[src/rtl/core/rgbc_pkg.sv]
// Shared types, constants and codes for the RGB 3x3 convolution filter.
`timescale 1ns / 1ps
`default_nettype none
package rgbc_pkg;

	localparam int MAX_WIDTH_DEF  = 2048;
	localparam int MAX_HEIGHT_DEF = 2048;

	localparam int CHAN_W    = 8;
	localparam int PIX_W     = 3 * CHAN_W;
	localparam int NUM_LANES = 3;
	localparam int WIN_TAPS  = 9;
	localparam int OUT_POS_W = 11;
	localparam int S_TDATA_W = 24;
	localparam int M_TDATA_W = 48;

	localparam int MODE_W  = 2;
	localparam int WIDTH_W = 12;
	localparam int CFG_W   = 12;
	localparam int CFG_IDX_W = 1;

	localparam logic [CFG_IDX_W-1:0] REG_EFFECT_MODE = 1'b0;
	localparam logic [CFG_IDX_W-1:0] REG_IMAGE_WIDTH = 1'b1;

	localparam logic [MODE_W-1:0] MODE_EDGE  = 2'd0;
	localparam logic [MODE_W-1:0] MODE_BLUR  = 2'd1;

	localparam logic [WIDTH_W-1:0] WIDTH_RESET = 12'd640;
	localparam logic [MODE_W-1:0]  MODE_RESET  = MODE_EDGE;

	// 0.11 in Q16
	localparam logic [12:0] BLUR_Q16 = 13'd7209;

	// output queue
	localparam int OQ_DEPTH = 8;
	localparam int OQ_AW    = $clog2(OQ_DEPTH);

	typedef logic [CHAN_W-1:0] chan_t;
	typedef logic [WIN_TAPS-1:0][CHAN_W-1:0] win_t;

	typedef struct packed {
		logic [OUT_POS_W-1:0] col;
		logic [OUT_POS_W-1:0] row;
		logic                 last;
	} pos_meta_t;

endpackage
`default_nettype wire

[src/rtl/core/rgbc_lane.sv]
// One color channel of the 3x3 filter: window sums, kernel select and clamp.
`timescale 1ns / 1ps
`default_nettype none
module rgbc_lane (
	input  wire logic                       clk,
	input  wire logic [rgbc_pkg::MODE_W-1:0] mode,
	input  wire rgbc_pkg::win_t             win,
	output rgbc_pkg::chan_t                 result
);

	logic [11:0] sum9;
	logic [9:0]  cross4;
	logic [11:0] sum9_s3;
	logic [9:0]  cross4_s3;
	logic [7:0]  centre_s3;

	logic [11:0]        c9;
	logic [10:0]        c5;
	logic signed [12:0] acc_edge;
	logic signed [12:0] acc_sharp;
	logic [23:0]        prod;
	rgbc_pkg::chan_t    res_d;

	function automatic rgbc_pkg::chan_t clamp8(input logic signed [12:0] v);
		rgbc_pkg::chan_t r;
		if (v < 0) begin
			r = '0;
		end else if (v > 13'sd255) begin
			r = 8'hFF;
		end else begin
			r = v[7:0];
		end
		return r;
	endfunction

	always_comb begin
		sum9 = '0;
		for (int t = 0; t < rgbc_pkg::WIN_TAPS; t++) begin
			sum9 = sum9 + 12'(win[t]);
		end
		cross4 = 10'(win[1]) + 10'(win[3]) + 10'(win[5]) + 10'(win[7]);
	end

	always_ff @(posedge clk) begin
		sum9_s3   <= sum9;
		cross4_s3 <= cross4;
		centre_s3 <= win[4];
	end

	always_comb begin
		c9        = {1'b0, centre_s3, 3'b000} + 12'(centre_s3);
		c5        = {1'b0, centre_s3, 2'b00} + 11'(centre_s3);
		acc_edge  = $signed({1'b0, c9}) - $signed({1'b0, sum9_s3});
		acc_sharp = $signed({2'b00, c5}) - $signed({3'b000, cross4_s3});
		prod      = 24'(sum9_s3) * 24'(rgbc_pkg::BLUR_Q16);
		case (mode)
			rgbc_pkg::MODE_EDGE: res_d = clamp8(acc_edge);
			rgbc_pkg::MODE_BLUR: res_d = prod[23:16];
			default:             res_d = clamp8(acc_sharp);
		endcase
	end

	always_ff @(posedge clk) begin
		result <= res_d;
	end

endmodule
`default_nettype wire

[config.mk]
export PLATFORM = sky130hd
export DESIGN_NAME = rgbc_lane
export DESIGN_NICKNAME = d
export VERILOG_FILES = /design/src/rtl/core/rgbc_pkg.sv /design/src/rtl/core/rgbc_lane.sv
export SDC_FILE = /design/constraint.sdc
export NUM_CORES = 1
export LEC_CHECK = 0
export ABC_AREA = 1
export BUFFER_PORTS_ARGS = -buffer_cell sky130_fd_sc_hd__buf_4
export CORE_UTILIZATION = 55
export DETAILED_ROUTE_END_ITERATION = 16
export PLACE_DENSITY_LB_ADDON = 0.15
export SYNTH_ARGS = -nofsm -noshare
export SYNTH_HDL_FRONTEND = slang
export SYNTH_SLANG_ARGS = --single-unit
[constraint.sdc]
create_clock -name clk -period 4.39 [get_ports clk]
set_clock_uncertainty 0.1 [all_clocks]
set_input_delay 0.6585 -clock clk [delete_from_list [all_inputs] [get_ports clk]]
set_output_delay 0.6585 -clock clk [all_outputs]
set_load 0.01 [all_outputs]
==> flow_metrics.env, run 1 <==
export IMPL_max_freq_ghz=0.241
export IMPL_cp_required_ps=4450
export IMPL_synth_top_area_share_pct=31.3
export IMPL_synthesis_nets=1146
export IMPL_report_final_slew_viol_count=0
export IMPL_die_w_um=116
export IMPL_synth_top_area_cell="fa_1"
export IMPL_cap_violations=0
export IMPL_die_area_um2=13500
export IMPL_grt_pass1_vias=5762
export IMPL_end_kind="register"
export IMPL_worst_pin_slew_ps=579
export IMPL_ios=83
export IMPL_slowest_stage="fa_1"
export IMPL_worst_r2r_path_depth=18
export IMPL_setup_viol=0
export IMPL_port_buffers=82
export IMPL_yosysSeqAreaShare_pct=10.6
export IMPL_nFillCells=1137
export IMPL_grt_use_total_pct=25.6
export IMPL_start_kind="register"
export IMPL_synthCells=825
export IMPL_dp_hpwl_mm=14.3
export IMPL_rsz0062_at_grt="false"
export IMPL_grt_ovfl_total=0
export IMPL_wl_per_cell_um=14.2
export IMPL_fin_crit_sh_pct=94.4
export IMPL_fin_setup_tns_ps=0
export IMPL_synth_area_um2=7170
export IMPL_cts_path_max_buffers=2
export IMPL_min_period_ps=4140
export IMPL_worstHoldStart="win[39]"
export IMPL_fin_nets=1246
export IMPL_gp_congestion=0.904
export IMPL_clk_latency_ps=290
export IMPL_numCtsBuffers=5
export IMPL_min_to="centre_s3[7]$_DFF_P_"
export IMPL_die_y_um=116
export IMPL_synthTopCellsByArea="fa_1, ha_1, dfxtp_1"
export IMPL_clkTransAtPathRegs_ps=60
export IMPL_status="complete, no violations"
export IMPL_cts_hold_buf=0
export IMPL_cts_tree="done"
export IMPL_hold_path_class="primary input to register"
export IMPL_r2r_setup_slack_ps=250
export IMPL_grt_max_degree=12
export IMPL_drt_initial_drc_count=195
export IMPL_finalHoldViolations=0
export IMPL_crit_arrival_ps=4210
export IMPL_ys_ff_latch=38
export IMPL_rows=41
export IMPL_min_path_cells=1
export IMPL_ant_nets=0
export IMPL_drc=0
export IMPL_timing_rr_end="result[0]$_DFF_P_"
export IMPL_drtPass1Iterations=6
export IMPL_cp_max_fo=4
export IMPL_cp_cell_sequence="inv_1, fa_1, inv_1, ha_1, ha_1, ha_1, inv_1, fa_1, inv_1, ha_1, a21oi_1, o21ai_0, a21oi_1, nand3_1, nand2_1, nor2_1, a21oi_1, nand2_1"
export IMPL_relSlewSlack_pct=61.3
export IMPL_n_antenna_cell=0
export IMPL_r2r_start="sum9_s3[3]$_DFF_P_"
export IMPL_core_area_um2=12700
export IMPL_max_stage_delay_ps=530
export IMPL_drive_above_1_share_pct=14.0
export IMPL_routed_via_density=5.06
export IMPL_yosysWarnings=0
export IMPL_antenna_found_initial=0
export IMPL_clk_root_buffer_cell="clkbuf_16"
export IMPL_synthToLayoutAreaGrowth_pct=14.9
export IMPL_wirelength_mm=15.6
export IMPL_clock_sinks=38
export IMPL_grt_pass1_wl_mm=26.3
export IMPL_htree_levels=2
export IMPL_avgSynthCellArea_um2=8.69
export IMPL_crit_type="register to register"
export IMPL_start_util_pct=56.6
export IMPL_post_cts_buffers=0
export IMPL_dr_total_vias=5556
export IMPL_synth_cell_type_count=35
flip-flops by register name, indices dropped and copies added, names as in the netlist:
name	count
cross4_s3	10
result	8
sum9_s3	12
centre_s3	8
layer usage:
metal,track usage [%],up-vias,wire length [um]
met1,31.8,2604,6910
met5,0,-,0
li1,-,2805,-
met2,47.3,129,7890
met4,7.52,0,316
met3,2.39,18,493
cell type report:
class	count	area (um^2)	share of cell area [%]
clock inverters	1	5.00	0.0608
inverters	174	653	7.93
well taps	172	215	2.61
flip-flops and latches	38	761	9.24
multi-input cells	613	5760	69.9
repair buffers	93	698	8.48
clock buffers	7	143	1.73
placed cells by master (no fill, tap or decap), drive strengths merged, types with 18 or more instances in the layout:
| cell type | netlist | routed |
|---|---|---|
| a21oi | 48 | 48 |
| xor2 | 18 | 18 |
| dfxtp | 38 | 38 |
| nand2 | 150 | 150 |
| o21ai | 20 | 20 |
| buf | 0 | 93 |
| ha | 134 | 134 |
| fa | 112 | 112 |
| inv | 174 | 174 |
| nand3 | 49 | 49 |
| nor2 | 40 | 40 |
worst max-delay path, delay by kind of cell, from the launching register on:
kind            cells  cell delay [ps]
compound gates      4              800
fa+ha+maj           6             2260
buf+inv             4              210
flops               1              330
simple gates        4              310
repair_timing:
| item | 4_1_cts | 5_1_grt |
|---|---|---|
| hold endpoints to repair | 0 | 0 |
| endpoints found under the setup margin | 0 | 1 |
| gates resized for setup | 0 | 2 |
worst max-delay path by stage:
stage / depth (start not counted) / to / start / slack [ps]
detailed placement: 14 / sum9_s3[8]$_DFF_P_ / win[2] / 10
floorplan: 12 / sum9_s3[8]$_DFF_P_ / win[2] / 220
CTS: 19 / result[7]$_DFF_P_ / sum9_s3[3]$_DFF_P_ / 160
global route: 15 / result[3]$_DFF_P_ / sum9_s3[4]$_DFF_P_ / 20
finish: 18 / result[0]$_DFF_P_ / sum9_s3[3]$_DFF_P_ / 250
global placement: 14 / sum9_s3[8]$_DFF_P_ / win[2] / 70
per-stage QoR:
step           cells  setup slack (ps)  hold slack, ps  instance area, um^2  util, %
3_3_place_gp    1090              66.0             684                 8080     63.8
4_1_cts         1098               156             392                 8230     64.9
6_report        1098               247             392                 8230     65.0
3_5_place_dp    1090              14.3             688                 8080     63.8
5_1_grt         1098              17.9             393                 8230     65.0
2_1_floorplan    825               222             586                 7170        -
synthesized netlist by cell type:
cell type  number
a21boi_0        2
a21o_1          2
a21oi_1        45
a21oi_2         3
a31o_2          1
a31oi_1         1
and2_1          1
dfxtp_1        38
fa_1          112
ha_1          134
inv_1         171
inv_2           3
nand2_1       139
nand2_2        11
nand3_1        46
nand3_2         3
nand3b_1        2
nand4_1         9
nor2_1         38
nor2_2          1
nor2_4          1
nor3_1          5
nor4_1          1
o211ai_1        2
o211ai_2        1
o21a_1          1
o21ai_0        15
o21ai_1         4
o21ai_2         1
o21bai_1        3
or2_2           2
or2_4           1
xnor2_1         8
xor2_1         17
xor2_2          1
kinds of logic (layout without fill, tap and decap cells):
kind of cell | Yosys count | count (layout) | synth area share (%)
simple gates | 260 | 260 | 15.9
fa+ha+maj | 246 | 246 | 54.7
buf+inv | 174 | 275 | 9.11
compound gates | 81 | 81 | 6.39
flops | 38 | 38 | 10.6
xor+xnor | 26 | 26 | 3.28
Power of run 1 is not shown: default switching activity piles up to over one toggle a cycle in this logic, so the estimate is an artifact.
==> run 2, diff against run 1 <==
PLACE_DENSITY_LB_ADDON = 0.08   (was 0.15)
==> run 2 against run 1 <==
Compared with the run above:
- critical path depth is 3 lower
- first-iteration DRC count is 53% higher
- sequential share of layout area hardly changed
- final cell count hardly changed
- count of clock-buffer cells in the layout is 2 lower
- non-clock buffer count is 1 higher
- core utilization is 0.16 points higher
==> flow_metrics.env, run 2 (same netlist as run 1, synthesis figures left out) <==
export IMPL_status="complete, no violations"
export IMPL_fin_setup_tns_ps=0
export IMPL_cpMostUsedCell="ha_1"
export IMPL_die_y_um=116
export IMPL_grt_max_degree=13
export IMPL_setup_viol=0
export IMPL_largest_reg_flops=12
export IMPL_clk_root_buffer_cell="clkbuf_16"
export IMPL_drtPass1Iterations=4
export IMPL_cp_cell_sequence="ha_1, ha_1, ha_1, inv_1, fa_1, inv_1, fa_1, ha_1, a21oi_1, o21ai_0, a21oi_1, nand2_1, or2_2, nand3_1, nand3_1"
export IMPL_ant_nets=0
export IMPL_dp_hpwl_mm=14.5
export IMPL_core_area_um2=12700
export IMPL_crit_type="register to register"
export IMPL_largest_register="sum9_s3"
export IMPL_clk_latency_ps=290
export IMPL_clock_sinks=38
export IMPL_wirelength_mm=15.8
export IMPL_crit_path_end="result[3]$_DFF_P_"
export IMPL_grt_pass1_vias=5640
export IMPL_port_buffers=82
export IMPL_start_util_pct=56.6
export IMPL_drt_initial_drc_count=298
export IMPL_htree_levels=2
export IMPL_place_ws_ps=27.7
export IMPL_cts_tree="done"
export IMPL_min_period_ps=4120
export IMPL_relSlewSlack_pct=62.0
export IMPL_r2r_start="sum9_s3[8]$_DFF_P_"
export IMPL_worst_r2r_path_depth=15
export IMPL_rows=41
export IMPL_reg_top3="sum9_s3 x12, cross4_s3 x10"
export IMPL_end_kind="register"
export IMPL_finalInstanceArea_um2=8250
export IMPL_synthToLayoutAreaGrowth_pct=15.2
export IMPL_grt_ovfl_total=0
export IMPL_antenna_found_initial=0
export IMPL_fin_crit_sh_pct=93.9
export IMPL_max_freq_ghz=0.242
export IMPL_dr_total_vias=5570
export IMPL_ios=83
export IMPL_die_area_um2=13500
export IMPL_r2r_setup_slack_ps=270
export IMPL_cp_required_ps=4460
export IMPL_dpl_cell_area_um2=8090
export IMPL_crit_cells=15
export IMPL_slowest_stage="dfxtp_1"
export IMPL_wl_per_cell_um=14.4
export IMPL_cts_path_max_buffers=2
export IMPL_numCtsBuffers=5
export IMPL_crit_arrival_ps=4200
export IMPL_rsz0062_at_grt="false"
export IMPL_fin_nets=1247
export IMPL_die_w_um=116
export IMPL_hold_path_class="primary input to register"
export IMPL_clkTransAtPathRegs_ps=60
export IMPL_startpoint="sum9_s3[8]$_DFF_P_"
export IMPL_report_final_slew_viol_count=0
export IMPL_crit_buf_inv=2
export IMPL_cp_max_fo=7
export IMPL_grt_use_total_pct=25.7
export IMPL_routed_via_density=5.07
export IMPL_grt_pass1_wl_mm=26.3
export IMPL_fin_util_pct=65.1
export IMPL_layout_commonest_cell="inv_1"
export IMPL_final_cell_mix="inv_1, nand2_1, ha_1"
export IMPL_worst_pin_slew_ps=568
export IMPL_cp_top_family="adder cells"
export IMPL_drive_above_1_share_pct=14.1
export IMPL_cap_violations=0
export IMPL_finalHoldViolations=0
export IMPL_drc=0
export IMPL_start_kind="register"
export IMPL_n_antenna_cell=0
export IMPL_setup_ws_ps=266
export IMPL_timing_rr_end="result[3]$_DFF_P_"
export IMPL_gp_congestion=0.877
export IMPL_max_stage_delay_ps=590
## run 2: area by class of cell
class	instances	area [um^2]
multi-input combinational	613	5750
fill	1118	4420
sequential	38	761
timing repair buffer	94	706
inverter	174	653
tap	172	215
clock buffer	5	125
clock inverter	3	40.0
## run 2: what timing repair did
item,in CTS,in global routing
hold buffers,0,0
endpoints found under the setup margin,0,1
buffers inserted,0,0
resized for setup,0,1
## run 2: worst min-delay path by stage
stage,start,end,slack [ps],cells after the start
finish,win[34],centre_s3[2]$_DFF_P_,390,1
global placement,win[36],centre_s3[4]$_DFF_P_,680,1
global route,win[33],centre_s3[1]$_DFF_P_,380,1
CTS,win[34],centre_s3[2]$_DFF_P_,380,1
detailed placement,win[34],centre_s3[2]$_DFF_P_,680,1
floorplan,win[32],centre_s3[0]$_DFF_P_,590,0
## run 2: routing by layer
metal,vias up,share of wire (%),track usage [%]
li1,2800,-,-
met1,2650,46,33.6
met2,106,50,46.0
met3,14,2.6,2.54
met4,0,1.5,6.41
met5,-,0,0
## run 2: metrics by stage
step / hold WS (ps) / cells
2_1_floorplan: 586 / 825
5_1_grt: 377 / 1099
6_report: 386 / 1099
3_3_place_gp: 685 / 1091
4_1_cts: 382 / 1099
3_5_place_dp: 685 / 1091
Power of run 2 is left out for the same reason.
