### src/rtl/core/rgbc_pkg.sv
// Shared types, constants and codes for the RGB 3x3 convolution filter.
`timescale 1ns / 1ps
`default_nettype none
package rgbc_pkg;

	localparam int MAX_WIDTH_DEF  = 2048;
	localparam int MAX_HEIGHT_DEF = 2048;

	localparam int CHAN_W    = 8;
	localparam int PIX_W     = 3 * CHAN_W;
	localparam int NUM_LANES = 3;
	localparam int WIN_TAPS  = 9;
	localparam int OUT_POS_W = 11;
	localparam int S_TDATA_W = 24;
	localparam int M_TDATA_W = 48;

	localparam int MODE_W  = 2;
	localparam int WIDTH_W = 12;
	localparam int CFG_W   = 12;
	localparam int CFG_IDX_W = 1;

	localparam logic [CFG_IDX_W-1:0] REG_EFFECT_MODE = 1'b0;
	localparam logic [CFG_IDX_W-1:0] REG_IMAGE_WIDTH = 1'b1;

	localparam logic [MODE_W-1:0] MODE_EDGE  = 2'd0;
	localparam logic [MODE_W-1:0] MODE_BLUR  = 2'd1;

	localparam logic [WIDTH_W-1:0] WIDTH_RESET = 12'd640;
	localparam logic [MODE_W-1:0]  MODE_RESET  = MODE_EDGE;

	// 0.11 in Q16
	localparam logic [12:0] BLUR_Q16 = 13'd7209;

	// output queue
	localparam int OQ_DEPTH = 8;
	localparam int OQ_AW    = $clog2(OQ_DEPTH);

	typedef logic [CHAN_W-1:0] chan_t;
	typedef logic [WIN_TAPS-1:0][CHAN_W-1:0] win_t;

	typedef struct packed {
		logic [OUT_POS_W-1:0] col;
		logic [OUT_POS_W-1:0] row;
		logic                 last;
	} pos_meta_t;

endpackage
`default_nettype wire

### src/rtl/core/rgbc_merge.sv
// Merge of the three lane results with position into the output word queue.
`timescale 1ns / 1ps
`default_nettype none
module rgbc_merge (
	input  wire logic                                  clk,
	input  wire logic                                  arst_n,
	input  wire logic                                  push,
	input  rgbc_pkg::chan_t                            lane_res [rgbc_pkg::NUM_LANES],
	input  rgbc_pkg::pos_meta_t                        meta,
	output logic [rgbc_pkg::OQ_AW:0]                   level,
	output logic                                       m_tvalid,
	input  wire logic                                  m_tready,
	output logic [rgbc_pkg::M_TDATA_W-1:0]             m_tdata,
	output logic                                       m_tlast
);

	localparam int ENTRY_W = 3 * rgbc_pkg::CHAN_W + 2 * rgbc_pkg::OUT_POS_W + 1;

	logic [ENTRY_W-1:0]          entry_q [rgbc_pkg::OQ_DEPTH];
	logic [rgbc_pkg::OQ_AW-1:0]  wptr_q;
	logic [rgbc_pkg::OQ_AW-1:0]  rptr_q;
	logic [rgbc_pkg::OQ_AW:0]    count_q;
	logic                        pop;
	logic [ENTRY_W-1:0]          head;

	assign pop      = m_tvalid && m_tready;
	assign m_tvalid = (count_q != '0);
	assign level    = count_q;
	assign head     = entry_q[rptr_q];
	assign m_tlast  = head[ENTRY_W-1];
	assign m_tdata  = {{(rgbc_pkg::M_TDATA_W - ENTRY_W + 1){1'b0}}, head[ENTRY_W-2:0]};

	always_ff @(posedge clk) begin
		if (push) begin
			entry_q[wptr_q] <= {meta.last, meta.row, meta.col,
			                    lane_res[2], lane_res[1], lane_res[0]};
		end
	end

	always_ff @(posedge clk or negedge arst_n) begin
		if (!arst_n) begin
			wptr_q  <= '0;
			rptr_q  <= '0;
			count_q <= '0;
		end else begin
			if (push) begin
				wptr_q <= wptr_q + 1'b1;
			end
			if (pop) begin
				rptr_q <= rptr_q + 1'b1;
			end
			case ({push, pop})
				2'b10:   count_q <= count_q + 1'b1;
				2'b01:   count_q <= count_q - 1'b1;
				default: count_q <= count_q;
			endcase
		end
	end

endmodule
`default_nettype wire

### config.mk
export PLATFORM = sky130hd
export DESIGN_NAME = rgbc_merge
export DESIGN_NICKNAME = d
export VERILOG_FILES = /design/src/rtl/core/rgbc_pkg.sv /design/src/rtl/core/rgbc_merge.sv
export SDC_FILE = /design/constraint.sdc
export NUM_CORES = 1
export LEC_CHECK = 0
export BUFFER_PORTS_ARGS = -buffer_cell sky130_fd_sc_hd__buf_2
export CAP_MARGIN = 30
export CORE_MARGIN = 5
export CORE_UTILIZATION = 55
export DETAILED_ROUTE_END_ITERATION = 8
export MAX_ROUTING_LAYER = met4
export PLACE_DENSITY = 0.74
export SYNTH_ARGS = -nofsm -noshare
export SYNTH_HDL_FRONTEND = slang
export SYNTH_SLANG_ARGS = --single-unit
export TNS_END_PERCENT = 30
### constraint.sdc
create_clock -name clk -period 5.65 [get_ports clk]
set_input_delay 0.8475 -clock clk [delete_from_list [all_inputs] [get_ports clk]]
set_output_delay 0.8475 -clock clk [all_outputs]
set_load 0.05 [all_outputs]
==> flow_summary.json, run 1 <==
{
  "globalRouteOverflowTotal": 0,
  "cts_tree": "done",
  "synth-seq-area-share_pct": 78.6,
  "crit_chain": "buf_4 -> mux4_2 -> mux2_2 -> buf_2",
  "drc": 0,
  "syn_area_per_cell_sq_um": 24.4,
  "syn_inst": 601,
  "yosys_warnings": 0,
  "die_w_um": 173,
  "synth-seq-cells": 386,
  "grt_pass1_wl_um": 41500,
  "cts_repair_resize_count": 0,
  "vias": 6439,
  "cts_buffers": 37,
  "grt_start_max_net_pins": 58,
  "clk_pin_slew_ns": 0.06,
  "crit_type": "reg -> out",
  "antenna_found_initial": 2,
  "period_needed_ns": 3.94,
  "cts_buffer_depth": 3,
  "report.final.slew_viol_count": 0,
  "synth_cell_types": 27,
  "drt_pass1_iterations": 4,
  "cp-start-kind": "register",
  "critPathSlowestCell": "dfrtp_4",
  "dp_hpwl_um": 15500,
  "max_cap_violations": 0,
  "die_y_um": 173,
  "post_drt_wl_per_cell_um": 24.9,
  "crit_fanout": 40,
  "cts_root_buffer": "clkbuf_16",
  "grtUsageMet2_pct": 31.1,
  "grt_pass1_vias": 7015,
  "drt_wl_total_um": 27300,
  "multi_input_area_sq_um": 3020,
  "via_per_inst": 5.88,
  "place_congestion": 0.714,
  "layout-drive-gt1-share_pct": 43.0,
  "htreeDepth": 2,
  "leakage_nw": 5.57,
  "ctsHoldBuffers": 0,
  "finalHoldViolCount": 0,
  "grt_usage_pct": 18.7,
  "hold_class": "in -> async",
  "cp_num_buf_inv": 2,
  "setup_viol": 0,
  "core_sq_um": 26200,
  "die-area_sq_um": 30100,
  "fmax_mhz": 254,
  "grt.busiest_layer": "met2",
  "peakVddDrop_mv": 0.449,
  "max_slew.worst_pin.slew_ns": 0.852,
  "start_util_pct": 56.0,
  "total_power_mw": 9.72,
  "ios": 105,
  "final_util_pct": 64.6,
  "final_nets": 788,
  "slew_headroom_pct": 43.0,
  "max_stage_delay_ns": 0.96,
  "detail-route-antenna-nets": 0,
  "syn_area_sq_um": 14700,
  "crit_arrival_ns": 3.09,
  "clk_latency_ns": 0.51,
  "met3_usage_pct": 3.32,
  "drt_iter0_markers": 522,
  "cts_setup_buffers": 0,
  "cts.sinks": 386,
  "regArea_sq_um": 11500,
  "finClkSkew_ns": 0.0141,
  "areaGrowthSynthToFinish_pct": 15.3,
  "outcome": "completed",
  "rsz0062_at_grt": "false",
  "end_kind": "output port",
  "fp-row-count": 59,
  "fillerInstances": 1656,
  "globalRouteMet1Util_pct": 24.8,
  "fin_crit_sh_pct": 69.7,
  "crit_family": "flip-flops",
  "setup_tns_ns": 0,
  "worst_ep_required_time_ns": 4.80,
  "p_per_area_nw_per_um2": 575,
  "io_buffers": 102
}
## report_power, final
group | switching, mW | leakage, nW | internal, mW
combinational | 2.10 | 1.45 | 1.28
sequential | 0.330 | 3.53 | 3.60
clock | 0.962 | 0.596 | 1.45
## cells by family (layout without fill, tap and decap cells)
| family | Yosys count | count (layout) | synth area share, % |
|---|---|---|---|
| AO/OA/AOI/OAI | 3 | 3 | 0.153 |
| XOR/XNOR | 9 | 9 | 0.537 |
| adder cells (fa/ha/maj) | 5 | 5 | 0.426 |
| buffers and inverters | 31 | 188 | 1.24 |
| flip-flops | 386 | 386 | 78.6 |
| multiplexers | 145 | 145 | 18.3 |
| other | 1 | 4 | 0.0255 |
| AND/OR/NAND/NOR | 21 | 21 | 0.699 |
## metal layers
metal  wire length (um)  part of all wire, %  vias to the layer above
li1                   -                    -                     2811
met5                  0                    0                        -
met2              14100                   52                      194
met1              11300                   41                     3405
met4                448                  1.6                        0
met3               1440                  5.3                       29
## cell usage after synthesis
| library cell | instances | area [sq um] |
|---|---|---|
| edfxtp_1 | 376 | 11300 |
| mux4_2 | 94 | 2120 |
| mux2_2 | 49 | 552 |
| buf_2 | 11 | 55.1 |
| dfrtp_1 | 10 | 250 |
| clkbuf_1 | 9 | 33.8 |
| nor2_1 | 7 | 26.3 |
| buf_6 | 6 | 67.6 |
| ha_1 | 5 | 62.6 |
| xor2_1 | 5 | 43.8 |
| nand2_1 | 4 | 15.0 |
| xnor2_1 | 4 | 35.0 |
| nand2b_1 | 3 | 18.8 |
| nor3_1 | 3 | 15.0 |
| buf_4 | 2 | 15.0 |
| inv_1 | 2 | 7.51 |
| a21oi_1 | 1 | 5.00 |
| a41oi_1 | 1 | 8.76 |
| buf_1 | 1 | 3.75 |
| conb_1 | 1 | 3.75 |
| mux2_1 | 1 | 11.3 |
| mux2i_1 | 1 | 10.0 |
| nand3_1 | 1 | 5.00 |
| nor2b_1 | 1 | 6.26 |
| nor4b_1 | 1 | 8.76 |
| o41ai_1 | 1 | 8.76 |
| or4_1 | 1 | 7.51 |
## flip-flops by register name (all words and copies together), names as in the netlist
| register | flops |
|---|---|
| wptr_q | 3 |
| entry_q | 376 |
| level | 4 |
| rptr_q | 3 |
## metrics by stage
step	hold slack (ns)	setup WS, ns	instances	instance area, sq um
global route	0.189	1.48	1096	16900
finish	0.193	1.71	1096	16900
floorplan	0.479	0.988	602	14700
global placement	0.475	2.24	1024	15600
detailed placement	0.472	2.16	1028	15700
CTS	0.183	1.61	1094	16900
## cell type report
type	count	share of cell area, %
Multi-Input combinational cell	185	17.8
Clock buffer	45	5.96
Timing Repair Buffer	120	4.23
Tap cell	335	2.48
Sequential cell	386	68.2
Clock inverter	21	1.19
Antenna cell	2	0.0296
Inverter	2	0.0444
## worst reg2reg max path, stage by stage, from the launching register on
cell     delay, ns
dfrtp_1       0.45
or4_1         0.61
nand2_1       0.16
inv_1         0.08
ha_1          0.26
xor2_1        0.17
ha_1          0.21
a21oi_1       0.16
xor2_1        0.18
nor2_1        0.08
xor2_1        0.15
## placed cells by master (no fill, tap or decap), types with 4 or more instances in the layout
master,count
nand2_1,4
buf_12,4
mux4_2,94
ha_1,5
buf_4,13
edfxtp_1,376
xor2_1,5
nor2_4,6
xnor2_1,4
clkinv_2,6
clkbuf_1,5
bufinv_16,4
buf_2,102
mux2_2,49
clkinv_1,9
clkbuf_16,39
dfrtp_1,7
## path summary, 6_finish.rpt
path | end | slack (ns) | cells after the start | startpoint
setup / recovery | m_tdata[0] | 1.71 | 4 | rptr_q[0]
hold / removal | level[2] | 0.19 | 1 | arst_n
setup reg to reg | level[2] | 3.04 | 10 | level[1]
hold reg to reg | level[3] | 0.48 | 1 | level[3]
max in group asynchronous | rptr_q[1] | 5.22 | 1 | arst_n
min in group clk | level[3] | 0.48 | 1 | level[3]
Power figures use the tool's default switching activity.
==> inputs of run 2 (changes only) <==
Settings changed: CORE_UTILIZATION 55 to 54, PLACE_DENSITY 0.74 to 0.75.
Clock period 5.65 ns to 3.59 ns, I/O delays scaled along.
==> flow_summary.json, run 2 (same netlist as run 1, synthesis figures left out) <==
{
  "crit_family": "flip-flops",
  "globalRouteOverflowTotal": 0,
  "r2r_end": "level[2]",
  "die_y_um": 175,
  "max_slew.worst_pin.slew_ns": 0.853,
  "p_sw_mw": 5.40,
  "period_needed_ns": 3.21,
  "cts_tree": "done",
  "place_congestion": 0.700,
  "crit_start": "rptr_q[1]",
  "setup_tns_ns": 0,
  "ios": 105,
  "largest_register": "entry_q",
  "hold_class": "in -> reg",
  "pwr-share-clk_pct": 25.1,
  "p_per_area_nw_per_um2": 907,
  "p_seq_share_pct": 39.3,
  "report.final.slew_viol_count": 0,
  "fin_ws_ns": 0.376,
  "peakVddDrop_mv": 0.845,
  "antenna_found_initial": 3,
  "drc": 0,
  "crit_end": "m_tdata[39]",
  "rsz0062_at_grt": "false",
  "clk_latency_ns": 0.51,
  "grt_usage_pct": 18.4,
  "outcome": "completed",
  "die-area_sq_um": 30600,
  "die_w_um": 175,
  "cts_repair_resize_count": 0,
  "detail-route-antenna-nets": 0,
  "cts_buffers": 38,
  "cp_num_buf_inv": 2,
  "final_nets": 789,
  "dp_slack_ns": 0.864,
  "clk_pin_slew_ns": 0.06,
  "htreeDepth": 2,
  "finalHoldViolCount": 0,
  "leakage_nw": 5.58,
  "crit_arrival_ns": 2.68,
  "setup_viol": 0,
  "layout-drive-gt1-share_pct": 43.1,
  "combPwrFrac_pct": 35.6,
  "cp-start-kind": "register",
  "core_sq_um": 26900,
  "largest_reg_flops": 376,
  "crit_chain": "buf_12 -> mux4_2 -> mux2_2 -> buf_2",
  "grt_pass1_vias": 7095,
  "via_per_inst": 5.83,
  "dp_hpwl_um": 14700,
  "max_cap_violations": 0,
  "vias": 6446,
  "drt_iter0_markers": 461,
  "grt_pass1_wl_um": 41800,
  "io_buffers": 102,
  "reg2reg_from": "level[1]",
  "worstSetupPathDepth": 4,
  "cts_root_buffer": "clkbuf_16",
  "post_drt_wl_per_cell_um": 24.4,
  "cts.sinks": 386,
  "layout_common_cells": "edfxtp_1, buf_2, mux4_2, mux2_2, clkbuf_16",
  "fillerInstances": 1738,
  "hold_ws_ns": 0.278,
  "cts_buffer_depth": 3,
  "fp-row-count": 60,
  "slew_headroom_pct": 43.0,
  "worst_ep_required_time_ns": 3.05,
  "critPathSlowestCell": "dfrtp_4",
  "finClkSkew_ns": 0.0210,
  "fmax_mhz": 311,
  "crit_type": "reg -> out",
  "layout_commonest_cell": "edfxtp_1",
  "end_kind": "output port",
  "start_util_pct": 54.6,
  "drt_pass1_iterations": 4,
  "switching_share_pct": 35.1,
  "fin_crit_sh_pct": 89.5,
  "grt_start_max_net_pins": 50,
  "p_int_mw": 9.99,
  "holdPathStages": 1,
  "max_stage_delay_ns": 0.87,
  "rr_worst_depth": 10,
  "drt_wl_total_um": 26900,
  "rrSetupSlack_ns": 0.97,
  "areaGrowthSynthToFinish_pct": 15.5,
  "cts_setup_buffers": 0,
  "crit_fanout": 49
}
==> run 2: per-layer routing <==
layer | GRT usage [%] | share of wire [%] | vias up | wire, um
li1 | - | - | 2821 | -
met1 | 24.0 | 41 | 3405 | 11100
met2 | 30.4 | 51 | 183 | 13800
met3 | 4.09 | 5.9 | 37 | 1590
met4 | 4.22 | 1.8 | 0 | 489
met5 | - | 0 | - | 0
==> run 2: worst min path at each step <==
| stage | startpoint | end | slack, ns |
|---|---|---|---|
| floorplan | arst_n | level[0] | 0.24 |
| global placement | arst_n | level[3] | 0.41 |
| detailed placement | arst_n | level[2] | 0.42 |
| CTS | meta[14] | entry_q[6][26] | 0.25 |
| global route | meta[16] | entry_q[7][28] | 0.27 |
| finish | lane_res[8] | entry_q[5][8] | 0.28 |
==> run 2: metrics by stage <==
step	utilization, %	power (mW)	area (sq um)	std cells
final	63.1	15.4	17000	1105
after CTS	63.1	15.6	17000	1102
after global placement	58.5	11.6	15700	1033
after global routing	63.1	16.1	17000	1105
after floorplan	-	10.4	14700	602
after detailed placement	58.5	11.7	15700	1033
==> run 2: power by group through the flow <==
stage          combinational (mW)  clock [mW]  sequential [mW]
2_1_floorplan                4.38           0             6.01
3_3_place_gp                 5.50           0             6.09
3_5_place_dp                 5.57           0             6.15
4_1_cts                      5.59        3.95             6.06
5_1_grt                      5.82        4.16             6.11
6_report                     5.49        3.86             6.05
==> run 2: repair_timing <==
item	4_1_cts	5_1_grt
endpoints found under the hold margin	10	0
endpoints found under the setup margin	0	0
hold buffers	1	0
==> run 2: area by class of cell <==
cell class              instances  area (sq um)  area share (%)
diodes                          3          7.51          0.0443
clock buffers                  46          1000            5.91
clock inverters                22           230            1.36
inverters                       2          7.51          0.0443
multi-input cells             185          3030            17.8
flip-flops and latches        386         11500            68.1
well taps                     341           427            2.52
repair buffers                120           711            4.19
